### src/design/csps_pkg.sv
// ----------------------------------------------------------------------------
// csps_pkg: shared types and constants of the clock sync PID servo
// Field widths, register indexes, reset values and unit status struct.
// ----------------------------------------------------------------------------
package csps_pkg;

    // input word fields
    localparam int SEND_W        = 63;
    localparam int MULT_W        = 8;
    localparam int S_TDATA_W     = 136;

    // result word fields
    localparam int DRIFT_W       = 32;
    localparam int STEP_W        = 64;
    localparam int M_TDATA_W     = 96;

    // configuration registers
    localparam int CFG_IDX_W     = 8;
    localparam int CFG_DATA_W    = 32;
    localparam int DELAY_W       = 32;
    localparam int TPM_W         = 20;
    localparam int BASE_W        = 16;

    localparam logic [CFG_IDX_W-1:0] CFG_TRANSFER_DELAY = 8'd0;
    localparam logic [CFG_IDX_W-1:0] CFG_TICKS_PER_MS   = 8'd1;
    localparam logic [CFG_IDX_W-1:0] CFG_BASE_PERIOD_MS = 8'd2;

    localparam logic [DELAY_W-1:0] DELAY_RESET = 32'hFFFF_FA24;   // -1500
    localparam logic [TPM_W-1:0]   TPM_RESET   = 20'd38400;
    localparam logic [BASE_W-1:0]  BASE_RESET  = 16'd1000;

    // largest tick rate in normal use; the register itself holds up to 2^20 - 1
    localparam int TPM_MAX       = 1000000;

    // internal datapath widths
    localparam int OFS_W         = 64;   // full offset
    localparam int NARROW_W      = 24;   // offset once bounded by 3 ms
    localparam int PERIOD_W      = BASE_W + MULT_W;
    localparam int PD_DIVIDEND_W = NARROW_W + 16;
    localparam int THR_W         = TPM_W + 2;

    // status of a bit-serial unit
    typedef struct packed {
        logic busy;
        logic done;
    } unit_status_t;

endpackage

### src/design/clock_sync_pid_servo_unit.sv
// ----------------------------------------------------------------------------
// clock_sync_pid_servo_unit: PID clock servo with millisecond step correction
// Sequence from accept to m_tvalid: the serial offset, then the P and D divides
// (run side by side), then control; a step adds the step divide and its
// hand-off. One word at a time; the next word is taken while the last result
// waits on m_tready.
// Reset (aresetn low, synchronous) restores the registers to their defaults
// and clears the previous offset and the integral.
// ----------------------------------------------------------------------------
module clock_sync_pid_servo_unit
    import csps_pkg::*;
(
    input  logic                   aclk,
    input  logic                   aresetn,

    input  logic                   s_tvalid,
    output logic                   s_tready,
    // [62:0] master_send_time, [125:63] local_receive_time,
    // [133:126] period_multiplier, [135:134] zero
    input  logic [S_TDATA_W-1:0]   s_tdata,

    output logic                   m_tvalid,
    input  logic                   m_tready,
    // [31:0] drift_correction, [95:32] step_ms
    output logic [M_TDATA_W-1:0]   m_tdata,
    // [0] stepped
    output logic                   m_tuser,

    input  logic                   cfg_valid,
    output logic                   cfg_ready,
    input  logic [CFG_IDX_W-1:0]   cfg_index,
    input  logic [CFG_DATA_W-1:0]  cfg_data
);

    localparam logic [3:0] ST_IDLE = 4'd0;
    localparam logic [3:0] ST_OFS  = 4'd1;
    localparam logic [3:0] ST_MAG  = 4'd2;
    localparam logic [3:0] ST_CMP  = 4'd3;
    localparam logic [3:0] ST_SDIV = 4'd4;
    localparam logic [3:0] ST_PREP = 4'd5;
    localparam logic [3:0] ST_PDIV = 4'd6;
    localparam logic [3:0] ST_SUM1 = 4'd7;
    localparam logic [3:0] ST_SUM2 = 4'd8;
    localparam logic [3:0] ST_OUT  = 4'd9;

    localparam int PD_W = PD_DIVIDEND_W + 2;
    localparam logic signed [OFS_W-1:0] W_MAX = 64'sd2147483647;
    localparam logic signed [OFS_W-1:0] W_MIN = -64'sd2147483648;
    localparam int PREV_BOUND = 3 * ((1 << TPM_W) - 1);

    logic [3:0] state_reg, state_next;

    // configuration registers
    logic [DELAY_W-1:0] delay_reg;
    logic [TPM_W-1:0]   tpm_reg;
    logic [BASE_W-1:0]  base_reg;

    // per-word working registers
    logic [TPM_W-1:0]           tpm_eff_reg;
    logic [PERIOD_W-1:0]        period_reg;
    logic [OFS_W-1:0]           offset_reg;
    logic [OFS_W-1:0]           mag_reg;
    logic                       ofs_neg_reg;
    logic signed [NARROW_W-1:0] offs_reg;
    logic                       p_neg_reg;
    logic                       d_neg_reg;
    logic signed [PD_W-1:0]     pd_reg;
    logic                       stepped_reg;
    logic [STEP_W-1:0]          step_ms_reg;
    logic [DRIFT_W-1:0]         w_reg;

    // servo state
    logic signed [NARROW_W-1:0] prev_reg;
    logic signed [OFS_W-1:0]    integral_reg;

    // result word
    logic                m_tvalid_reg;
    logic [DRIFT_W-1:0]  drift_out_reg;
    logic [STEP_W-1:0]   step_out_reg;
    logic                stepped_out_reg;

    logic s_accept;
    logic out_free;

    // serial units
    unit_status_t ofs_status, sdiv_status, pdiv_status, ddiv_status;
    logic [OFS_W-1:0] ofs_value;
    logic [OFS_W-1:0] sdiv_q;
    logic [TPM_W-1:0] sdiv_r;
    logic [PD_DIVIDEND_W-1:0] pdiv_q, ddiv_q;
    logic [PERIOD_W-1:0] pdiv_r, ddiv_r;
    logic sdiv_start, pdiv_start;

    // combinational helpers
    logic [MULT_W-1:0]          mult_eff;
    logic [BASE_W-1:0]          base_eff;
    logic [THR_W-1:0]           thr;
    logic                       stepped_now;
    logic [STEP_W-1:0]          ms_val;
    logic [NARROW_W-1:0]        rem_val;
    logic signed [NARROW_W:0]   diff;
    logic [NARROW_W-1:0]        offs_abs;
    logic [NARROW_W:0]          diff_neg;
    logic [NARROW_W-1:0]        diff_abs;
    logic [PD_DIVIDEND_W-1:0]   p_dividend, d_dividend;
    logic signed [PD_DIVIDEND_W:0] p_s, d_s;
    logic signed [PD_W-1:0]     pd_sum;
    logic signed [OFS_W:0]      int_sum;
    logic signed [OFS_W-1:0]    int_sat;
    logic signed [OFS_W-1:0]    w64;
    logic [DRIFT_W-1:0]         w_sat;

    assign s_tready  = (state_reg == ST_IDLE);
    assign s_accept  = s_tvalid & s_tready;
    assign cfg_ready = 1'b1;
    assign out_free  = ~m_tvalid_reg | m_tready;

    // serial offset former
    csps_offset u_offset (
        .aclk      (aclk),
        .aresetn   (aresetn),
        .start     (s_accept),
        .send_time (s_tdata[SEND_W-1:0]),
        .recv_time (s_tdata[2*SEND_W-1:SEND_W]),
        .delay     (delay_reg),
        .status    (ofs_status),
        .offset    (ofs_value)
    );

    // step divide: |offset| / ticks_per_ms
    csps_div #(
        .DIVIDEND_W (OFS_W),
        .DIVISOR_W  (TPM_W)
    ) u_step_div (
        .aclk      (aclk),
        .aresetn   (aresetn),
        .start     (sdiv_start),
        .dividend  (mag_reg),
        .divisor   (tpm_eff_reg),
        .status    (sdiv_status),
        .quotient  (sdiv_q),
        .remainder (sdiv_r)
    );

    // proportional term divide
    csps_div #(
        .DIVIDEND_W (PD_DIVIDEND_W),
        .DIVISOR_W  (PERIOD_W)
    ) u_p_div (
        .aclk      (aclk),
        .aresetn   (aresetn),
        .start     (pdiv_start),
        .dividend  (p_dividend),
        .divisor   (period_reg),
        .status    (pdiv_status),
        .quotient  (pdiv_q),
        .remainder (pdiv_r)
    );

    // derivative term divide
    csps_div #(
        .DIVIDEND_W (PD_DIVIDEND_W),
        .DIVISOR_W  (PERIOD_W)
    ) u_d_div (
        .aclk      (aclk),
        .aresetn   (aresetn),
        .start     (pdiv_start),
        .dividend  (d_dividend),
        .divisor   (period_reg),
        .status    (ddiv_status),
        .quotient  (ddiv_q),
        .remainder (ddiv_r)
    );

    // sequencer
    always_comb begin
        state_next = state_reg;
        case (state_reg)
            ST_IDLE: if (s_accept) state_next = ST_OFS;
            ST_OFS:  if (ofs_status.done) state_next = ST_MAG;
            ST_MAG:  state_next = ST_CMP;
            ST_CMP:  state_next = stepped_now ? ST_SDIV : ST_PREP;
            ST_SDIV: if (sdiv_status.done) state_next = ST_PREP;
            ST_PREP: state_next = ST_PDIV;
            ST_PDIV: if (pdiv_status.done && ddiv_status.done) state_next = ST_SUM1;
            ST_SUM1: state_next = ST_SUM2;
            ST_SUM2: state_next = ST_OUT;
            ST_OUT:  if (out_free) state_next = ST_IDLE;
            default: state_next = ST_IDLE;
        endcase
    end

    // operand preparation and arithmetic
    always_comb begin
        mult_eff = (s_tdata[2*SEND_W+MULT_W-1:2*SEND_W] == '0)
                 ? MULT_W'(1) : s_tdata[2*SEND_W+MULT_W-1:2*SEND_W];
        base_eff = (base_reg == '0) ? BASE_W'(1) : base_reg;

        // threshold 3 ms = tpm*2 + tpm
        thr         = {tpm_eff_reg, 1'b0} + {2'b00, tpm_eff_reg};
        stepped_now = (mag_reg > {{(OFS_W-THR_W){1'b0}}, thr});
        sdiv_start  = (state_reg == ST_CMP) && stepped_now;
        pdiv_start  = (state_reg == ST_PREP);

        // truncating signed step and remainder
        ms_val  = ofs_neg_reg ? (STEP_W'(0) - sdiv_q) : sdiv_q;
        rem_val = ofs_neg_reg ? (NARROW_W'(0) - {4'b0000, sdiv_r}) : {4'b0000, sdiv_r};

        // dividend magnitudes, scaled by 2^16
        diff       = {offs_reg[NARROW_W-1], offs_reg} - {prev_reg[NARROW_W-1], prev_reg};
        offs_abs   = offs_reg[NARROW_W-1] ? (NARROW_W'(0) - offs_reg) : offs_reg;
        diff_neg   = (NARROW_W+1)'(0) - diff;
        diff_abs   = diff[NARROW_W] ? diff_neg[NARROW_W-1:0] : diff[NARROW_W-1:0];
        p_dividend = {offs_abs, 16'h0000};
        d_dividend = {diff_abs, 16'h0000};

        // signed quotients, floor shifts
        p_s    = p_neg_reg ? ((PD_DIVIDEND_W+1)'(0) - {1'b0, pdiv_q}) : {1'b0, pdiv_q};
        d_s    = d_neg_reg ? ((PD_DIVIDEND_W+1)'(0) - {1'b0, ddiv_q}) : {1'b0, ddiv_q};
        pd_sum = PD_W'(p_s >>> 1) + PD_W'(d_s >>> 3);

        // saturating integral update
        int_sum = {integral_reg[OFS_W-1], integral_reg}
                + {{(OFS_W+1-NARROW_W){offs_reg[NARROW_W-1]}}, offs_reg};
        if (int_sum[OFS_W] != int_sum[OFS_W-1]) begin
            int_sat = int_sum[OFS_W] ? {1'b1, {(OFS_W-1){1'b0}}}
                                     : {1'b0, {(OFS_W-1){1'b1}}};
        end else begin
            int_sat = int_sum[OFS_W-1:0];
        end

        // output word, clamped to 32 bits
        w64 = OFS_W'(pd_reg) + (integral_reg >>> 4);
        if (w64 > W_MAX) begin
            w_sat = W_MAX[DRIFT_W-1:0];
        end else if (w64 < W_MIN) begin
            w_sat = W_MIN[DRIFT_W-1:0];
        end else begin
            w_sat = w64[DRIFT_W-1:0];
        end
    end

    // configuration writes; unknown indexes are dropped
    always_ff @(posedge aclk) begin
        if (!aresetn) begin
            delay_reg <= DELAY_RESET;
            tpm_reg   <= TPM_RESET;
            base_reg  <= BASE_RESET;
        end else if (cfg_valid && cfg_ready) begin
            case (cfg_index)
                CFG_TRANSFER_DELAY: delay_reg <= cfg_data[DELAY_W-1:0];
                CFG_TICKS_PER_MS:   tpm_reg   <= cfg_data[TPM_W-1:0];
                CFG_BASE_PERIOD_MS: base_reg  <= cfg_data[BASE_W-1:0];
                default: ;
            endcase
        end
    end

    // control state and servo state
    always_ff @(posedge aclk) begin
        if (!aresetn) begin
            state_reg    <= ST_IDLE;
            prev_reg     <= '0;
            integral_reg <= '0;
            m_tvalid_reg <= 1'b0;
        end else begin
            state_reg <= state_next;
            // result valid: set on hand-off to the output, cleared when taken
            if (state_reg == ST_OUT && out_free) begin
                m_tvalid_reg <= 1'b1;
            end else if (m_tvalid_reg && m_tready) begin
                m_tvalid_reg <= 1'b0;
            end
            case (state_reg)
                ST_SDIV: begin
                    // step taken: restart the loop from the remainder
                    if (sdiv_status.done) begin
                        integral_reg <= '0;
                        prev_reg     <= rem_val;
                    end
                end
                ST_SUM1: integral_reg <= int_sat;
                ST_SUM2: prev_reg     <= offs_reg;
                default: ;
            endcase
        end
    end

    // working datapath
    always_ff @(posedge aclk) begin
        case (state_reg)
            ST_IDLE: begin
                if (s_accept) begin
                    tpm_eff_reg <= (tpm_reg == '0) ? TPM_W'(1) : tpm_reg;
                    period_reg  <= base_eff * mult_eff;
                end
            end
            ST_OFS: begin
                if (ofs_status.done) begin
                    offset_reg <= ofs_value;
                end
            end
            ST_MAG: begin
                ofs_neg_reg <= offset_reg[OFS_W-1];
                mag_reg     <= offset_reg[OFS_W-1] ? (OFS_W'(0) - offset_reg) : offset_reg;
            end
            ST_CMP: begin
                stepped_reg <= stepped_now;
                step_ms_reg <= '0;
                offs_reg    <= offset_reg[NARROW_W-1:0];
            end
            ST_SDIV: begin
                if (sdiv_status.done) begin
                    step_ms_reg <= ms_val;
                    offs_reg    <= rem_val;
                end
            end
            ST_PREP: begin
                p_neg_reg <= offs_reg[NARROW_W-1];
                d_neg_reg <= diff[NARROW_W];
            end
            ST_SUM1: pd_reg <= pd_sum;
            ST_SUM2: w_reg  <= w_sat;
            ST_OUT: begin
                if (out_free) begin
                    drift_out_reg   <= w_reg;
                    step_out_reg    <= step_ms_reg;
                    stepped_out_reg <= stepped_reg;
                end
            end
            default: ;
        endcase
    end

    assign m_tvalid = m_tvalid_reg;
    assign m_tdata  = {step_out_reg, drift_out_reg};
    assign m_tuser  = stepped_out_reg;

    // a serial unit finishes only while the sequencer waits for it
    ap_ofs_done: assert property (@(posedge aclk) disable iff (!aresetn)
        ofs_status.done |-> state_reg == ST_OFS)
        else $error("offset unit finished outside its wait state");

    ap_sdiv_done: assert property (@(posedge aclk) disable iff (!aresetn)
        sdiv_status.done |-> state_reg == ST_SDIV)
        else $error("step divider finished outside its wait state");

    // P and D divides run in lockstep
    ap_pd_lockstep: assert property (@(posedge aclk) disable iff (!aresetn)
        pdiv_status.done == ddiv_status.done)
        else $error("P and D dividers out of step");

    // narrowed previous offset stays within the 3 ms bound
    ap_prev_bound: assert property (@(posedge aclk) disable iff (!aresetn)
        (prev_reg <= PREV_BOUND) && (prev_reg >= -PREV_BOUND))
        else $error("previous offset beyond step threshold");

    // a word without a step reports zero milliseconds
    ap_no_step_zero: assert property (@(posedge aclk) disable iff (!aresetn)
        (m_tvalid && !m_tuser) |-> (m_tdata[M_TDATA_W-1:DRIFT_W] == '0))
        else $error("step_ms nonzero without a step");

endmodule

### src/design/csps_div.sv
// ----------------------------------------------------------------------------
// csps_div: bit-serial unsigned restoring divider
// Dividend shifts out MSB first, one quotient bit enters per cycle.
// ----------------------------------------------------------------------------
module csps_div
    import csps_pkg::*;
#(
    parameter int DIVIDEND_W = 64,
    parameter int DIVISOR_W  = 20
) (
    input  logic                  aclk,
    input  logic                  aresetn,
    input  logic                  start,
    input  logic [DIVIDEND_W-1:0] dividend,
    input  logic [DIVISOR_W-1:0]  divisor,
    output unit_status_t          status,
    output logic [DIVIDEND_W-1:0] quotient,
    output logic [DIVISOR_W-1:0]  remainder
);

    localparam int CNT_W = $clog2(DIVIDEND_W + 1);

    logic [CNT_W-1:0]      cnt_reg;
    logic                  busy_reg;
    logic                  done_reg;
    logic [DIVIDEND_W-1:0] quo_reg;
    logic [DIVISOR_W-1:0]  rem_reg;
    logic [DIVISOR_W-1:0]  dsr_reg;

    logic [DIVISOR_W:0]    rem_shift;
    logic [DIVISOR_W+1:0]  trial;
    logic                  q_bit;

    // one trial subtraction per cycle
    always_comb begin
        rem_shift = {rem_reg, quo_reg[DIVIDEND_W-1]};
        trial     = {1'b0, rem_shift} - {2'b00, dsr_reg};
        q_bit     = ~trial[DIVISOR_W+1];
    end

    // control
    always_ff @(posedge aclk) begin
        if (!aresetn) begin
            busy_reg <= 1'b0;
            done_reg <= 1'b0;
            cnt_reg  <= '0;
        end else begin
            done_reg <= 1'b0;
            if (start) begin
                busy_reg <= 1'b1;
                cnt_reg  <= CNT_W'(DIVIDEND_W);
            end else if (busy_reg) begin
                cnt_reg <= cnt_reg - CNT_W'(1);
                if (cnt_reg == CNT_W'(1)) begin
                    busy_reg <= 1'b0;
                    done_reg <= 1'b1;
                end
            end
        end
    end

    // datapath
    always_ff @(posedge aclk) begin
        if (start) begin
            quo_reg <= dividend;
            rem_reg <= '0;
            dsr_reg <= divisor;
        end else if (busy_reg) begin
            quo_reg <= {quo_reg[DIVIDEND_W-2:0], q_bit};
            rem_reg <= q_bit ? trial[DIVISOR_W-1:0] : rem_shift[DIVISOR_W-1:0];
        end
    end

    assign status    = '{busy: busy_reg, done: done_reg};
    assign quotient  = quo_reg;
    assign remainder = rem_reg;

endmodule

### src/design/csps_offset.sv
// ----------------------------------------------------------------------------
// csps_offset: bit-serial offset former
// send - receive + delay, LSB first, saturated to 64 bits.
// ----------------------------------------------------------------------------
module csps_offset
    import csps_pkg::*;
(
    input  logic                aclk,
    input  logic                aresetn,
    input  logic                start,
    input  logic [SEND_W-1:0]   send_time,
    input  logic [SEND_W-1:0]   recv_time,
    input  logic [DELAY_W-1:0]  delay,
    output unit_status_t        status,
    output logic [OFS_W-1:0]    offset
);

    localparam int STEPS = OFS_W + 1;
    localparam int CNT_W = $clog2(STEPS + 1);

    logic [CNT_W-1:0]   cnt_reg;
    logic               busy_reg;
    logic               done_reg;
    logic [SEND_W-1:0]  send_sh_reg;
    logic [SEND_W-1:0]  recv_sh_reg;
    logic [DELAY_W-1:0] dly_sh_reg;
    logic               c1_reg;
    logic               c2_reg;
    logic [STEPS-1:0]   acc_reg;

    logic a_bit, b_bit, d_bit, t_bit, u_bit, c1_next, c2_next;

    // two chained full adders: subtract, then add delay
    always_comb begin
        a_bit   = send_sh_reg[0];
        b_bit   = ~recv_sh_reg[0];
        d_bit   = dly_sh_reg[0];
        t_bit   = a_bit ^ b_bit ^ c1_reg;
        c1_next = (a_bit & b_bit) | (a_bit & c1_reg) | (b_bit & c1_reg);
        u_bit   = t_bit ^ d_bit ^ c2_reg;
        c2_next = (t_bit & d_bit) | (t_bit & c2_reg) | (d_bit & c2_reg);
    end

    // control
    always_ff @(posedge aclk) begin
        if (!aresetn) begin
            busy_reg <= 1'b0;
            done_reg <= 1'b0;
            cnt_reg  <= '0;
        end else begin
            done_reg <= 1'b0;
            if (start) begin
                busy_reg <= 1'b1;
                cnt_reg  <= CNT_W'(STEPS);
            end else if (busy_reg) begin
                cnt_reg <= cnt_reg - CNT_W'(1);
                if (cnt_reg == CNT_W'(1)) begin
                    busy_reg <= 1'b0;
                    done_reg <= 1'b1;
                end
            end
        end
    end

    // operand shifters and result shifter
    always_ff @(posedge aclk) begin
        if (start) begin
            send_sh_reg <= send_time;
            recv_sh_reg <= recv_time;
            dly_sh_reg  <= delay;
            c1_reg      <= 1'b1;
            c2_reg      <= 1'b0;
        end else if (busy_reg) begin
            send_sh_reg <= {1'b0, send_sh_reg[SEND_W-1:1]};
            recv_sh_reg <= {1'b0, recv_sh_reg[SEND_W-1:1]};
            dly_sh_reg  <= {dly_sh_reg[DELAY_W-1], dly_sh_reg[DELAY_W-1:1]};
            c1_reg      <= c1_next;
            c2_reg      <= c2_next;
            acc_reg     <= {u_bit, acc_reg[STEPS-1:1]};
        end
    end

    // clamp to the signed 64-bit range
    always_comb begin
        if (acc_reg[STEPS-1] != acc_reg[OFS_W-1]) begin
            offset = acc_reg[STEPS-1] ? {1'b1, {(OFS_W-1){1'b0}}}
                                      : {1'b0, {(OFS_W-1){1'b1}}};
        end else begin
            offset = acc_reg[OFS_W-1:0];
        end
    end

    assign status = '{busy: busy_reg, done: done_reg};

endmodule
### config.mk
export PLATFORM = sky130hd
export DESIGN_NAME = clock_sync_pid_servo_unit
export DESIGN_NICKNAME = d
export VERILOG_FILES = /design/src/design/csps_pkg.sv /design/src/design/clock_sync_pid_servo_unit.sv /design/src/design/csps_div.sv /design/src/design/csps_offset.sv
export SDC_FILE = /design/constraint.sdc
export NUM_CORES = 2
export LEC_CHECK = 0
export BUFFER_PORTS_ARGS = -buffer_cell sky130_fd_sc_hd__buf_2
export CAP_MARGIN = 5
export CELL_PAD_IN_SITES_DETAIL_PLACEMENT = 0
export CELL_PAD_IN_SITES_GLOBAL_PLACEMENT = 2
export CORE_MARGIN = 10
export CORE_UTILIZATION = 23
export DETAILED_ROUTE_END_ITERATION = 10
export GPL_TIMING_DRIVEN = 0
export PLACE_DENSITY = 0.54
export SLEW_MARGIN = 15
export SYNTH_ARGS = -nofsm -noshare
export SYNTH_HDL_FRONTEND = slang
export SYNTH_SLANG_ARGS = --single-unit
### constraint.sdc
create_clock -name aclk -period 16.5 [get_ports aclk]
set_clock_uncertainty 0.15 [all_clocks]
set_input_delay 3.3 -clock aclk [delete_from_list [all_inputs] [get_ports aclk]]
set_output_delay 3.3 -clock aclk [all_outputs]
set_load 0.01 [all_outputs]
==> impl_metrics.py <==
metrics = {
    "status": {
        "run_status": "complete, no violations",
    },
    "critical_path": {
        "regToRegSetupSlack_ns": 7.72,
        "reg_to_reg_critical_path_startpoint": "tpm_eff_reg[1]$_SDFFCE_PN0P_",
        "critical_path.startpoint": "s_tdata[130]",
        "worst-endpoint-arrival_ns": 9.19,
        "worstReg2RegEnd": "u_step_div.quotient[33]$_DFFE_PP_",
        "crit_path_start_kind": "primary input",
        "start_to_end_type_of_the_worst_setup_path": "in -> reg",
        "crit_path_end_kind": "flip-flop",
        "worst-endpoint-required_ns": 16.90,
        "end_of_the_critical_path": "period_reg[23]$_DFFE_PP_",
        "r2r.worst_path.cells": 24,
        "biggest_fanout_along_the_worst_timing_path": 10,
    },
    "clock_network": {
        "clock_latency_ns": 0.83,
        "post_cts_resized": 0,
        "cts_tree": "built",
        "max_buffers_root_to_sink": 4,
        "postCtsSetupBuffers": 0,
        "ctsHoldBuffers": 0,
        "deepest_level_of_the_cts_h_tree": 4,
        "cts_made_buffers": 151,
        "clk_root_buffer_cell": "sky130_fd_sc_hd__clkbuf_16",
        "cts.reportedPaths.clkPinSlew_ns": 0.06,
        "clock-sinks": 1110,
    },
    "floorplan": {
        "die-width_um": 550,
        "die_height_um": 550,
        "rows": 194,
        "io-pin-count": 281,
        "core_region_area_mm2": 0.279,
        "design.die.area_mm2": 0.302,
        "start_util_pct": 23.1,
    },
    "sta": {
        "setup_viol": 0,
        "worst-slew-pin-transition_ns": 1.07,
        "max-slew-margin-rel_pct": 28.9,
        "fmax_mhz": 114,
        "final-hold-violation-count": 0,
        "finalCriticalPeriod_ns": 8.79,
        "sum_of_negative_setup_slack_ns": 0,
        "unrepaired_setup_endpoints_after_global_routing": "no",
        "final-max-slew-violation-count": 0,
        "period_share_pct": 53.3,
    },
    "cells_and_area": {
        "mostFrequentLayoutCell": "sky130_fd_sc_hd__nand2_1",
        "multi_input_comb_area_mm2": 0.0320,
        "fin_cells": 10800,
        "largest_register_ff_count": 65,
        "flow.area_growth_from_synthesis_pct": 17.8,
        "finish.net_count": 7611,
        "final_layout_size_suffix_gt1_share_pct": 9.22,
        "nFillCells": 29700,
        "seqCellArea_mm2": 0.0304,
        "layout.cells.most_common_list": "1032 x sky130_fd_sc_hd__nand2_1, 813 x sky130_fd_sc_hd__edfxtp_1, 450 x sky130_fd_sc_hd__o21ai_0",
    },
    "yosys": {
        "yosys-top-cells-area": "sky130_fd_sc_hd__edfxtp_1 38%, sky130_fd_sc_hd__dfxtp_1 9.2%, sky130_fd_sc_hd__ha_1 6.9%",
        "synthArstFlopShare_pct": 0,
        "postSynth.topFlopCell": "sky130_fd_sc_hd__edfxtp_1",
        "flip_flop_and_latch_count_after_synthesis": 1110,
        "syn_nets": 7158,
        "synth_enable_flop_cells": 813,
        "cell_area_after_technology_mapping_mm2": 0.0645,
        "syn_avg_cell_area_um2": 9.89,
        "ys_types": 87,
        "ys_seq_area_share_pct": 47.0,
        "netlist_instances": 6525,
        "netlist.top_cell.by_area": "sky130_fd_sc_hd__edfxtp_1",
        "area_fraction_of_the_dominant_cell_type_after_synthesis_pct": 37.8,
        "yosysWarningCount": 0,
    },
    "pwr": {
        "power_switching_share_pct": 27.2,
        "ir_worst_vdd_v": 0.0000547,
        "power.clock.fraction_pct": 42.3,
        "seq_power_share_pct": 42.1,
        "powerDensity_mw_per_mm2": 102,
        "part_of_the_total_power_dissipated_in_combinational_logic_pct": 15.6,
        "cell_internal_pwr_mw": 5.65,
        "total_net_switching_power_mw": 2.11,
        "leakage_nw": 29.5,
    },
    "placed_design": {
        "port_buffers": 276,
        "gp_congestion": 0.810,
        "dpl.hpwl_um": 163000,
        "placed_cells": 10500,
    },
    "global_route": {
        "grt_usage_pct": 13.3,
        "grt_pass1_vias": 49100,
        "grt_pass1_wl_um": 313000,
        "grt_max_degree": 55,
        "antenna_found_initial": 35,
        "grt_overflow_total": 0,
    },
    "detailed_routing": {
        "totalWireLength_um": 207000,
        "count_of_tritonroute_iterations_in_the_first_routing_pass": 7,
        "via_per_inst": 4.47,
        "num_vias": 48400,
        "drt_iter0_drc": 2658,
        "drt-wirelength-per-cell_um": 19.1,
        "ant_nets": 0,
        "post-route-drc-count": 0,
    },
    "min_path": {
        "whs_path_depth": 0,
        "holdCritPathClass": "reg -> reg",
    },
    "job": {
        "max-cap-violations": 0,
    },
}
## power by group through the flow
stage / Combinational (mW) / Clock, mW / Sequential (mW)
after floorplan: 0.895 / 0 / 3.30
after global placement: 1.22 / 0 / 3.34
after detailed placement: 1.23 / 0 / 3.33
after CTS: 1.23 / 3.41 / 3.27
after global routing: 1.38 / 3.51 / 3.28
final: 1.21 / 3.29 / 3.27
## per-layer routing
layer	track usage [%]	up-vias	wire (um)
li1	-	24200	-
met1	19.2	23100	105000
met2	20.5	814	89100
met3	2.25	251	8560
met4	3.24	20	4790
met5	0	-	127
## final cells by class
| class | instances | share of cell area [%] |
|---|---|---|
| clock inverters | 75 | 1.04 |
| inverters | 307 | 1.52 |
| plain buffers | 285 | 1.44 |
| flip-flops and latches | 1110 | 39.9 |
| well taps | 3724 | 6.13 |
| multi-input cells | 4823 | 42.1 |
| clock buffers | 193 | 5.38 |
| repair buffers | 300 | 2.41 |
| diodes | 14 | 0.0461 |
## worst min path at each step
stage,to,slack (ns),startpoint
global placement,drift_out_reg[21]$_DFFE_PP_,0.25,w_reg[21]$_SDFFCE_PN1P_
CTS,step_out_reg[41]$_DFFE_PP_,0.22,step_ms_reg[41]$_SDFFCE_PN0P_
floorplan,drift_out_reg[0]$_DFFE_PP_,0.25,w_reg[0]$_SDFFCE_PN1P_
finish,step_out_reg[41]$_DFFE_PP_,0.23,step_ms_reg[41]$_SDFFCE_PN0P_
detailed placement,drift_out_reg[11]$_DFFE_PP_,0.25,w_reg[11]$_SDFFCE_PN1P_
global route,step_out_reg[41]$_DFFE_PP_,0.22,step_ms_reg[41]$_SDFFCE_PN0P_
## cells in the mapped netlist (176+ instances only)
master	number
sky130_fd_sc_hd__o21ai_0	450
sky130_fd_sc_hd__xor2_1	200
sky130_fd_sc_hd__inv_1	307
sky130_fd_sc_hd__a21oi_1	313
sky130_fd_sc_hd__edfxtp_1	813
sky130_fd_sc_hd__ha_1	358
sky130_fd_sc_hd__nand2_1	1033
sky130_fd_sc_hd__dfxtp_1	297
sky130_fd_sc_hd__xnor2_1	319
sky130_fd_sc_hd__nor2_1	446
sky130_fd_sc_hd__clkbuf_1	274
sky130_fd_sc_hd__a21o_1	176
## cells by family after synthesis
family	after synthesis	share of synthesized area [%]
AND/OR/NAND/NOR	2243	15.9
AO/OA/AOI/OAI	1484	14.6
flip-flops	1110	47.0
buffers and inverters	592	3.45
XOR/XNOR	519	7.04
adder cells (fa/ha/maj)	454	9.89
multiplexers	122	2.01
other	1	0.00581
## worst max-delay path, cell delays in order
cell and delay (ns):
sky130_fd_sc_hd__buf_2 0.18, sky130_fd_sc_hd__nor4_1 0.29, sky130_fd_sc_hd__a21o_1 0.35, sky130_fd_sc_hd__clkbuf_1 0.45, sky130_fd_sc_hd__nand2_1 0.15, sky130_fd_sc_hd__fa_1 0.50, sky130_fd_sc_hd__inv_1 0.04, sky130_fd_sc_hd__ha_1 0.27
sky130_fd_sc_hd__inv_1 0.06, sky130_fd_sc_hd__fa_1 0.53, sky130_fd_sc_hd__fa_1 0.48, sky130_fd_sc_hd__nor2b_1 0.12, sky130_fd_sc_hd__o21ai_0 0.11, sky130_fd_sc_hd__a21boi_0 0.27, sky130_fd_sc_hd__o21ai_0 0.14, sky130_fd_sc_hd__a21boi_0 0.29
sky130_fd_sc_hd__o21ai_0 0.21, sky130_fd_sc_hd__a21boi_0 0.38, sky130_fd_sc_hd__o31a_1 0.27, sky130_fd_sc_hd__o211ai_1 0.18, sky130_fd_sc_hd__a31oi_1 0.27, sky130_fd_sc_hd__a21o_1 0.17, sky130_fd_sc_hd__a21oi_1 0.07, sky130_fd_sc_hd__xnor2_1 0.12
## stage by stage
step / power, mW / hold slack, ns / util [%] / area [um^2] / worst slack [ns]
final: 7.76 / 0.231 / 27.2 / 76000 / 7.71
after global routing: 8.18 / 0.223 / 27.2 / 76000 / 7.21
after CTS: 7.92 / 0.223 / 27.2 / 76000 / 7.64
after detailed placement: 4.55 / 0.255 / 25.5 / 71100 / 6.80
after global placement: 4.56 / 0.253 / 25.3 / 70600 / 5.28
after floorplan: 4.19 / 0.250 / - / 64500 / 8.17
Power figures use the tool's default switching activity.
